--- config.mk ---
export PLATFORM = sky130hd
export DESIGN_NAME = percent_decode_field_splitter_top
export DESIGN_NICKNAME = d
export VERILOG_FILES = /design/src/rtl/core/pdfs_pkg.sv /design/src/rtl/core/percent_decode_field_splitter_top.sv
export VERILOG_INCLUDE_DIRS = /design/src /design/src/rtl/core
export SDC_FILE = /design/constraint.sdc
export NUM_CORES = 1
export LEC_CHECK = 0
export BUFFER_PORTS_ARGS = -buffer_cell sky130_fd_sc_hd__buf_2
export CAP_MARGIN = 30
export CORE_MARGIN = 2
export CORE_UTILIZATION = 55
export CTS_CLUSTER_DIAMETER = 200
export DETAILED_ROUTE_END_ITERATION = 7
export GPL_TIMING_DRIVEN = 0
export HOLD_SLACK_MARGIN = 0.15
export PLACE_DENSITY = 0.8
export SLEW_MARGIN = 20
export SYNTH_ARGS = -nofsm -noshare
export SYNTH_HDL_FRONTEND = slang
export SYNTH_SLANG_ARGS = --single-unit
--- constraint.sdc ---
create_clock -name clk -period 16.8 [get_ports clk]
set_input_delay 2.52 -clock clk [delete_from_list [all_inputs] [get_ports clk]]
set_output_delay 2.52 -clock clk [all_outputs]
set_load 0.01 [all_outputs]
--- src/rtl/core/percent_decode_field_splitter_top_defines.svh ---
// Assertion macros for the field splitter
`ifndef PERCENT_DECODE_FIELD_SPLITTER_TOP_DEFINES_SVH
`define PERCENT_DECODE_FIELD_SPLITTER_TOP_DEFINES_SVH

`ifndef SYNTHESIS
`define PDFS_ASSERT_NOW(label, ante, cons) \
  label: assert property (@(posedge clk) disable iff (!rst_n) (ante) |-> (cons)) \
    else $error("pdfs check failed");
`define PDFS_ASSERT_NEXT(label, ante, cons) \
  label: assert property (@(posedge clk) disable iff (!rst_n) (ante) |=> (cons)) \
    else $error("pdfs check failed");
`else
`define PDFS_ASSERT_NOW(label, ante, cons)
`define PDFS_ASSERT_NEXT(label, ante, cons)
`endif

`endif

--- src/rtl/core/pdfs_pkg.sv ---
package pdfs_pkg;

  localparam int FIELD_CAP     = 64;
  localparam int FIELD_LEN_CAP = 65536;

  localparam logic [7:0] CH_PIPE = 8'h7C;
  localparam logic [7:0] CH_PCT  = 8'h25;
  localparam logic [7:0] CH_0    = 8'h30;
  localparam logic [7:0] CH_9    = 8'h39;
  localparam logic [7:0] CH_UA   = 8'h41;
  localparam logic [7:0] CH_UF   = 8'h46;
  localparam logic [7:0] CH_LA   = 8'h61;
  localparam logic [7:0] CH_LF   = 8'h66;

  localparam logic CFG_MAX_FIELDS      = 1'b0;
  localparam logic CFG_MAX_FIELD_BYTES = 1'b1;

  typedef struct packed {
    logic [7:0] in_byte;
    logic       end_marker;
  } in_t;

  typedef struct packed {
    logic [7:0] data_byte;
    logic       has_byte;
    logic [5:0] field_index;
    logic       end_of_field;
    logic       end_of_packet;
    logic [6:0] field_count;
    logic       last;
  } out_t;

  typedef struct packed {
    logic [1:0]  pending_count;
    logic [7:0]  pending_digit;
    logic        field_open;
    logic        swallow_separator;
    logic [15:0] field_fill;
    logic [6:0]  fields_done;
  } st_t;

  typedef struct packed {
    st_t  st;
    logic vld;
    out_t res;
  } step_t;

endpackage

--- src/rtl/core/percent_decode_field_splitter_top.sv ---
// Percent-decoding field splitter.
// Input channel (in_valid/in_stall/in_data): one packet byte per transaction,
// or an end marker that closes the packet. Output channel
// (out_valid/out_stall/out_data): one result per transaction, with last set
// on the final result caused by an input transaction.
// Configuration (cfg_we/cfg_index/cfg_wdata): index 0 is max_fields,
// index 1 is max_field_bytes; write only while the block is idle.
// The first result of a transaction is offered in the cycle after it is
// accepted. Each input transaction makes zero to three results, all built
// together into a four-entry result buffer, which drains one result per
// cycle when out_stall is low. An input transaction is taken in every cycle
// in which the buffer is empty or is handing over its final result, so
// single-result traffic runs at one transaction per cycle without stalls.
// A stalled receiver holds the current result and, through in_stall, the
// input side. Reset (rst_n low, synchronous) empties the buffer, clears all
// per-packet state and loads max_fields 16 and max_field_bytes 255.
`include "percent_decode_field_splitter_top_defines.svh"

module percent_decode_field_splitter_top (
  input  logic           clk,
  input  logic           rst_n,
  input  logic           in_valid,
  output logic           in_stall,
  input  pdfs_pkg::in_t  in_data,
  output logic           out_valid,
  input  logic           out_stall,
  output pdfs_pkg::out_t out_data,
  input  logic           cfg_we,
  input  logic           cfg_index,
  input  logic [15:0]    cfg_wdata
);

  import pdfs_pkg::*;

  localparam logic [6:0]  FIELD_CAP_W = 7'(FIELD_CAP);
  localparam logic [15:0] LEN_MAX_W   = 16'(FIELD_LEN_CAP - 1);

  logic [6:0]  max_fields_r;
  logic [15:0] max_field_bytes_r;
  st_t         state_r, state_nxt;
  out_t        buf_r [4];
  out_t        slot_nxt [4];
  logic [2:0]  cnt_r, cnt_nxt;
  logic [1:0]  rd_r;
  logic [6:0]  eff_fields;
  logic [15:0] eff_len;
  logic        acc, pop;

  function automatic logic [4:0] hex_of(logic [7:0] c);
    logic [4:0] r;
    r = '0;
    if (c inside {[CH_0:CH_9]}) r = {1'b1, 4'(c - CH_0)};
    else if (c inside {[CH_UA:CH_UF]}) r = {1'b1, 4'(c - CH_UA + 8'd10)};
    else if (c inside {[CH_LA:CH_LF]}) r = {1'b1, 4'(c - CH_LA + 8'd10)};
    return r;
  endfunction

  function automatic step_t emit_byte(st_t s, logic [7:0] b, logic [15:0] len);
    step_t      r;
    logic [16:0] fp1;
    logic        full;
    r = '0;
    r.st = s;
    fp1 = {1'b0, s.field_fill} + 17'd1;
    full = fp1 >= {1'b0, len};
    r.vld = 1'b1;
    r.res.data_byte = b;
    r.res.has_byte = 1'b1;
    r.res.field_index = s.fields_done[5:0];
    r.res.end_of_field = full;
    r.st.field_fill = fp1[15:0];
    if (full) begin
      r.st.fields_done = s.fields_done + 7'd1;
      r.st.field_open = 1'b0;
      r.st.field_fill = '0;
      r.st.swallow_separator = 1'b1;
    end
    return r;
  endfunction

  function automatic step_t plain_byte(st_t s, logic [7:0] c, logic [15:0] len,
                                       logic [6:0] nf);
    step_t r;
    logic  ign;
    r = '0;
    r.st = s;
    ign = 1'b0;
    if (s.swallow_separator) begin
      r.st.swallow_separator = 1'b0;
      if (c == CH_PIPE) ign = 1'b1;
    end
    if (!ign && !r.st.field_open) begin
      if (r.st.fields_done >= nf) begin
        ign = 1'b1;
      end else begin
        r.st.field_open = 1'b1;
        r.st.field_fill = '0;
      end
    end
    if (!ign) begin
      if (c == CH_PIPE) begin
        r.vld = 1'b1;
        r.res.field_index = r.st.fields_done[5:0];
        r.res.end_of_field = 1'b1;
        r.st.fields_done = r.st.fields_done + 7'd1;
        r.st.field_open = 1'b0;
        r.st.field_fill = '0;
      end else if (c == CH_PCT) begin
        r.st.pending_count = 2'd1;
      end else begin
        r = emit_byte(r.st, c, len);
      end
    end
    return r;
  endfunction

  always_comb begin
    eff_fields = (max_fields_r > FIELD_CAP_W) ? FIELD_CAP_W : max_fields_r;
    if (max_field_bytes_r == '0) eff_len = 16'd1;
    else if (32'(max_field_bytes_r) > FIELD_LEN_CAP - 1) eff_len = LEN_MAX_W;
    else eff_len = max_field_bytes_r;
  end

  always_comb begin
    st_t        cur;
    step_t      t;
    logic [1:0] pc;
    logic [7:0] d;
    logic [4:0] hc, hd;
    out_t       e;
    cur = state_r;
    t = '0;
    cnt_nxt = '0;
    for (int i = 0; i < 4; i++) slot_nxt[i] = '0;
    pc = cur.pending_count;
    d = cur.pending_digit;
    hc = hex_of(in_data.in_byte);
    hd = hex_of(d);
    e = '0;
    if (in_data.end_marker) begin
      cur.pending_count = '0;
      cur.pending_digit = '0;
      if (pc != 2'd0) begin
        t = emit_byte(cur, CH_PCT, eff_len);
        cur = t.st;
        slot_nxt[cnt_nxt[1:0]] = t.res;
        cnt_nxt = cnt_nxt + 3'd1;
      end
      if (pc == 2'd2) begin
        t = plain_byte(cur, d, eff_len, eff_fields);
        cur = t.st;
        if (t.vld) begin
          slot_nxt[cnt_nxt[1:0]] = t.res;
          cnt_nxt = cnt_nxt + 3'd1;
        end
      end
      e.end_of_packet = 1'b1;
      if (cur.field_open) begin
        e.field_index = cur.fields_done[5:0];
        e.end_of_field = 1'b1;
        e.field_count = cur.fields_done + 7'd1;
      end else begin
        e.field_count = cur.fields_done;
      end
      slot_nxt[cnt_nxt[1:0]] = e;
      cnt_nxt = cnt_nxt + 3'd1;
      cur = '0;
    end else if (pc == 2'd1 && hc[4]) begin
      cur.pending_count = 2'd2;
      cur.pending_digit = in_data.in_byte;
    end else if (pc == 2'd2 && hc[4] && hd[4]) begin
      cur.pending_count = '0;
      cur.pending_digit = '0;
      t = emit_byte(cur, {hd[3:0], hc[3:0]}, eff_len);
      cur = t.st;
      slot_nxt[0] = t.res;
      cnt_nxt = 3'd1;
    end else begin
      cur.pending_count = '0;
      cur.pending_digit = '0;
      if (pc != 2'd0) begin
        t = emit_byte(cur, CH_PCT, eff_len);
        cur = t.st;
        slot_nxt[cnt_nxt[1:0]] = t.res;
        cnt_nxt = cnt_nxt + 3'd1;
      end
      if (pc == 2'd2) begin
        t = plain_byte(cur, d, eff_len, eff_fields);
        cur = t.st;
        if (t.vld) begin
          slot_nxt[cnt_nxt[1:0]] = t.res;
          cnt_nxt = cnt_nxt + 3'd1;
        end
      end
      t = plain_byte(cur, in_data.in_byte, eff_len, eff_fields);
      cur = t.st;
      if (t.vld) begin
        slot_nxt[cnt_nxt[1:0]] = t.res;
        cnt_nxt = cnt_nxt + 3'd1;
      end
    end
    if (cnt_nxt != 3'd0) slot_nxt[2'(cnt_nxt - 3'd1)].last = 1'b1;
    state_nxt = cur;
  end

  assign out_valid = (cnt_r != 3'd0);
  assign out_data  = buf_r[rd_r];
  assign pop       = out_valid && !out_stall;
  assign in_stall  = !((cnt_r == 3'd0) || (cnt_r == 3'd1 && !out_stall));
  assign acc       = in_valid && !in_stall;

  always_ff @(posedge clk) begin
    if (!rst_n) begin
      max_fields_r      <= 7'd16;
      max_field_bytes_r <= 16'd255;
    end else if (cfg_we) begin
      case (cfg_index)
        CFG_MAX_FIELDS:      max_fields_r <= cfg_wdata[6:0];
        CFG_MAX_FIELD_BYTES: max_field_bytes_r <= cfg_wdata;
        default: ;
      endcase
    end
  end

  always_ff @(posedge clk) begin
    if (!rst_n) begin
      state_r <= '0;
      cnt_r   <= '0;
      rd_r    <= '0;
    end else if (acc) begin
      state_r <= state_nxt;
      cnt_r   <= cnt_nxt;
      rd_r    <= '0;
    end else if (pop) begin
      cnt_r <= cnt_r - 3'd1;
      rd_r  <= rd_r + 2'd1;
    end
  end

  always_ff @(posedge clk) begin
    if (acc) begin
      for (int i = 0; i < 4; i++) buf_r[i] <= slot_nxt[i];
    end
  end

  `PDFS_ASSERT_NOW(a_last_matches_count, out_valid, out_data.last == (cnt_r == 3'd1))
  `PDFS_ASSERT_NOW(a_accept_only_when_drained, acc, cnt_r == 3'd0 || pop)
  `PDFS_ASSERT_NOW(a_eop_is_last, out_valid && out_data.end_of_packet, out_data.last)
  `PDFS_ASSERT_NEXT(a_eop_clears_state, acc && in_data.end_marker, state_r == '0)

endmodule

==> impl_metrics.py <==
metrics = {
    "routing": {
        "drt-initial-drc-count": 1559,
        "detail_route.wl_per_cell_um": 25.4,
        "drt-vias-per-instance": 6.77,
        "antenna_violating_nets_post_route": 0,
        "dr_total_vias": 12400,
        "detailedRoute.firstPassIterationCount": 6,
        "drt-total-wl_um": 46500,
        "post-route-drc-count": 0,
    },
    "global_routing": {
        "grt_pass1_vias": 11600,
        "initial_antenna_violation_count": 0,
        "grt_pass1_wl_um": 69300,
        "grt_max_degree": 68,
        "groute.usage.overall_pct": 37.9,
        "globalRoute.totalOverflow": 0,
    },
    "yosys": {
        "synthArstFlopShare_pct": 0,
        "synthDistinctLibCells": 101,
        "postSynthRegisterBits": 165,
        "synth_sequential_area_ratio_pct": 33.7,
        "yosys_most_used_dff": "edfxtp_1",
        "synth_cells": 1450,
        "postSynthNetCount": 1562,
        "synth_warnings": 0,
        "synthesis.area_um2": 12800,
        "post_synth_edffs": 100,
        "postSynthAreaPerCell_um2": 8.81,
    },
    "cts": {
        "tritoncts": "done",
        "cts_max_path_buffers": 2,
        "ctsRootBufferMaster": "clkbuf_16",
        "hold_buffers": 0,
        "tritoncts.num_buffers": 17,
        "clock_pin_slew_of_the_registers_on_the_worst_case_setup_and_hold_paths_ps": 80,
        "clock_sink_count": 165,
        "cts_htree_levels": 4,
        "worst_skew_pair.late_latency_ps": 440,
    },
    "power": {
        "power.leakage_nw": 5.56,
        "power_density_nw_per_um2": 90.9,
        "ir_drop_v": 0.0000597,
    },
    "floorplanning": {
        "die_w_um": 156,
        "core_region_area_um2": 22700,
        "initial_utilization_pct": 56.2,
        "fp.dieH_um": 156,
        "die_area_um2": 24500,
        "io-pin-count": 58,
        "rows": 55,
    },
    "timing": {
        "worst_slew_margin_rel_pct": 36.9,
        "timing.fmax_ghz": 0.0615,
        "finalSetupViolations": 0,
        "min_period_over_period_pct": 96.8,
        "drv_slew": 0,
        "clock-skew-final_ps": 18.6,
        "holdWs_ps": 479,
        "finalHoldViolCount": 0,
        "transition_at_the_pin_with_the_smallest_max_transition_slack_ps": 939,
        "finalCriticalPeriod_ps": 16250,
    },
    "final_layout": {
        "insertedDiodeCount": 0,
        "fraction_of_layout_instances_using_a_drive_strength_above_1_pct": 13.7,
        "areaGrowthSynthToFinish_pct": 11.3,
        "most-common-layout-cells": "nand2_1 (161), nor2_1 (137), edfxtp_1 (100)",
        "layout.nets": 1642,
        "finish.instance_area_um2": 14200,
        "post_layout_nonfiller_instances": 1828,
        "fin_util_pct": 62.6,
        "most_common_cell_after_layout_fill_and_taps_aside": "nand2_1",
    },
    "placement": {
        "routabilityCongestion": 1.04,
        "post-dp-hpwl_um": 35900,
        "port_buffers": 56,
        "post_place_cell_area_um2": 13500,
        "placed_cells": 1794,
    },
    "critical_path": {
        "slowest_stage": "dfxtp_1",
        "critical_path.startpoint_type": "flip-flop",
        "end_kind": "flip-flop",
        "critical-path-max-stage-delay_ps": 580,
        "timing.critical_path.fanout_max": 10,
        "worst_ep_required_time_ps": 17170,
        "worst-endpoint-arrival_ps": 16630,
        "criticalPathCategory": "flip-flop to flip-flop",
    },
    "run": {
        "max-cap-violations": 0,
    },
    "outcome": {
        "status": "completed",
    },
    "min_path": {
        "min_path_type": "flip-flop to flip-flop",
    },
}
-- per-layer routing --
layer / GRT usage, % / vias to the layer above / wire length [µm]
met1: 47.0 / 5813 / 17900
met3: 5.21 / 203 / 3620
met2: 61.8 / 765 / 21200
li1: - / 5600 / -
met5: 0 / - / 0
met4: 24.9 / 0 / 3670
-- registers in the layout, summed over array words and instances (netlist names), named ones only --
name,cells
buf_r,100
state_r,35
max_field_bytes_r,16
max_fields_r,7
cnt_r,3
rd_r,2
-- repair_timing --
item | 4_1_cts | 5_1_grt
setup buffers | 0 | 3
hold endpoints to repair | 0 | 0
setup endpoints to repair | 29 | 29
gates resized for setup | 17 | 21
-- critical path: cells and delay by family (launching register included) --
kind                     cells  cell delay, ps
XOR/XNOR                     4             970
AO/OA/AOI/OAI               23            4310
buffers and inverters        6            1280
adder cells (fa/ha/maj)      7            2070
flip-flops                   1             580
AND/OR/NAND/NOR             30            6930
-- final timing paths --
| kind | from | endpoint | slack (ps) | cells past startpoint |
|---|---|---|---|---|
| hold / removal | max_field_bytes_r[0] | max_field_bytes_r[0] | 480 | 2 |
| setup reg to reg | state_r[15] | state_r[15] | 550 | 70 |
| setup / recovery | state_r[15] | state_r[15] | 550 | 70 |
| hold reg to reg | max_field_bytes_r[0] | max_field_bytes_r[0] | 480 | 2 |
-- per-stage QoR --
step | setup TNS (ps) | worst slack, ps | total power, mW
floorplan | 0 | 2600 | 0.779
global placement | -33310 | -1710 | 0.891
detailed placement | -29380 | -1580 | 0.902
CTS | 0 | 65.1 | 1.29
global route | -123 | -101 | 1.34
finish | 0 | 546 | 1.29
-- cell usage after synthesis (11+ instances only) --
| master | count | area share, % |
|---|---|---|
| clkbuf_1 | 58 | 1.7 |
| and2_1 | 35 | 1.7 |
| nand2_1 | 163 | 4.8 |
| nor4_1 | 11 | 0.54 |
| and3_1 | 28 | 1.4 |
| nand4_1 | 31 | 1.5 |
| nand3_1 | 43 | 1.7 |
| xnor2_1 | 45 | 3.1 |
| nor2_1 | 139 | 4.1 |
| or2_2 | 12 | 0.59 |
| xor2_1 | 22 | 1.5 |
| a22oi_1 | 18 | 1.1 |
| or3_1 | 11 | 0.54 |
| a21oi_1 | 64 | 2.5 |
| o21ai_0 | 74 | 2.9 |
| a22o_1 | 21 | 1.4 |
| dfxtp_1 | 65 | 10 |
| mux4_2 | 25 | 4.4 |
| o21a_1 | 14 | 0.82 |
| o211ai_1 | 16 | 0.94 |
| nand2b_1 | 11 | 0.54 |
| ha_1 | 81 | 7.9 |
| edfxtp_1 | 100 | 24 |
| a31oi_1 | 19 | 0.93 |
| a21o_1 | 17 | 1.0 |
| inv_1 | 56 | 1.6 |
| nor2b_1 | 17 | 0.83 |
| a211oi_1 | 12 | 0.71 |
| o31ai_1 | 15 | 0.88 |
| nor3_1 | 35 | 1.4 |
| mux2i_1 | 13 | 1.0 |
-- cell families (layout without fill, tap and decap cells) --
logic type,after synthesis,count (layout),share of synthesized area (%)
flops,165,165,33.7
other cells,1,1,0.0294
simple gates,574,574,22.4
compound gates,383,383,21.3
mux,38,38,5.43
xor+xnor,67,67,4.60
fa+ha+maj,81,81,7.94
buf+inv,141,234,4.58
-- power by group --
| part | internal (mW) | switching (mW) |
|---|---|---|
| clock | 0.203 | 0.191 |
| sequential | 0.525 | 0.0244 |
| combinational | 0.126 | 0.222 |
| total | 0.855 | 0.438 |
-- cell type report --
cell class | count | area [µm²]
fill | 1964 | 8490
multi-input combinational | 1144 | 8020
sequential | 165 | 4310
clock buffer | 18 | 439
timing repair buffer | 64 | 359
buffer | 78 | 357
tap | 285 | 357
inverter | 60 | 230
clock inverter | 14 | 151
No activity file was read; power rests on OpenSTA's default activity.
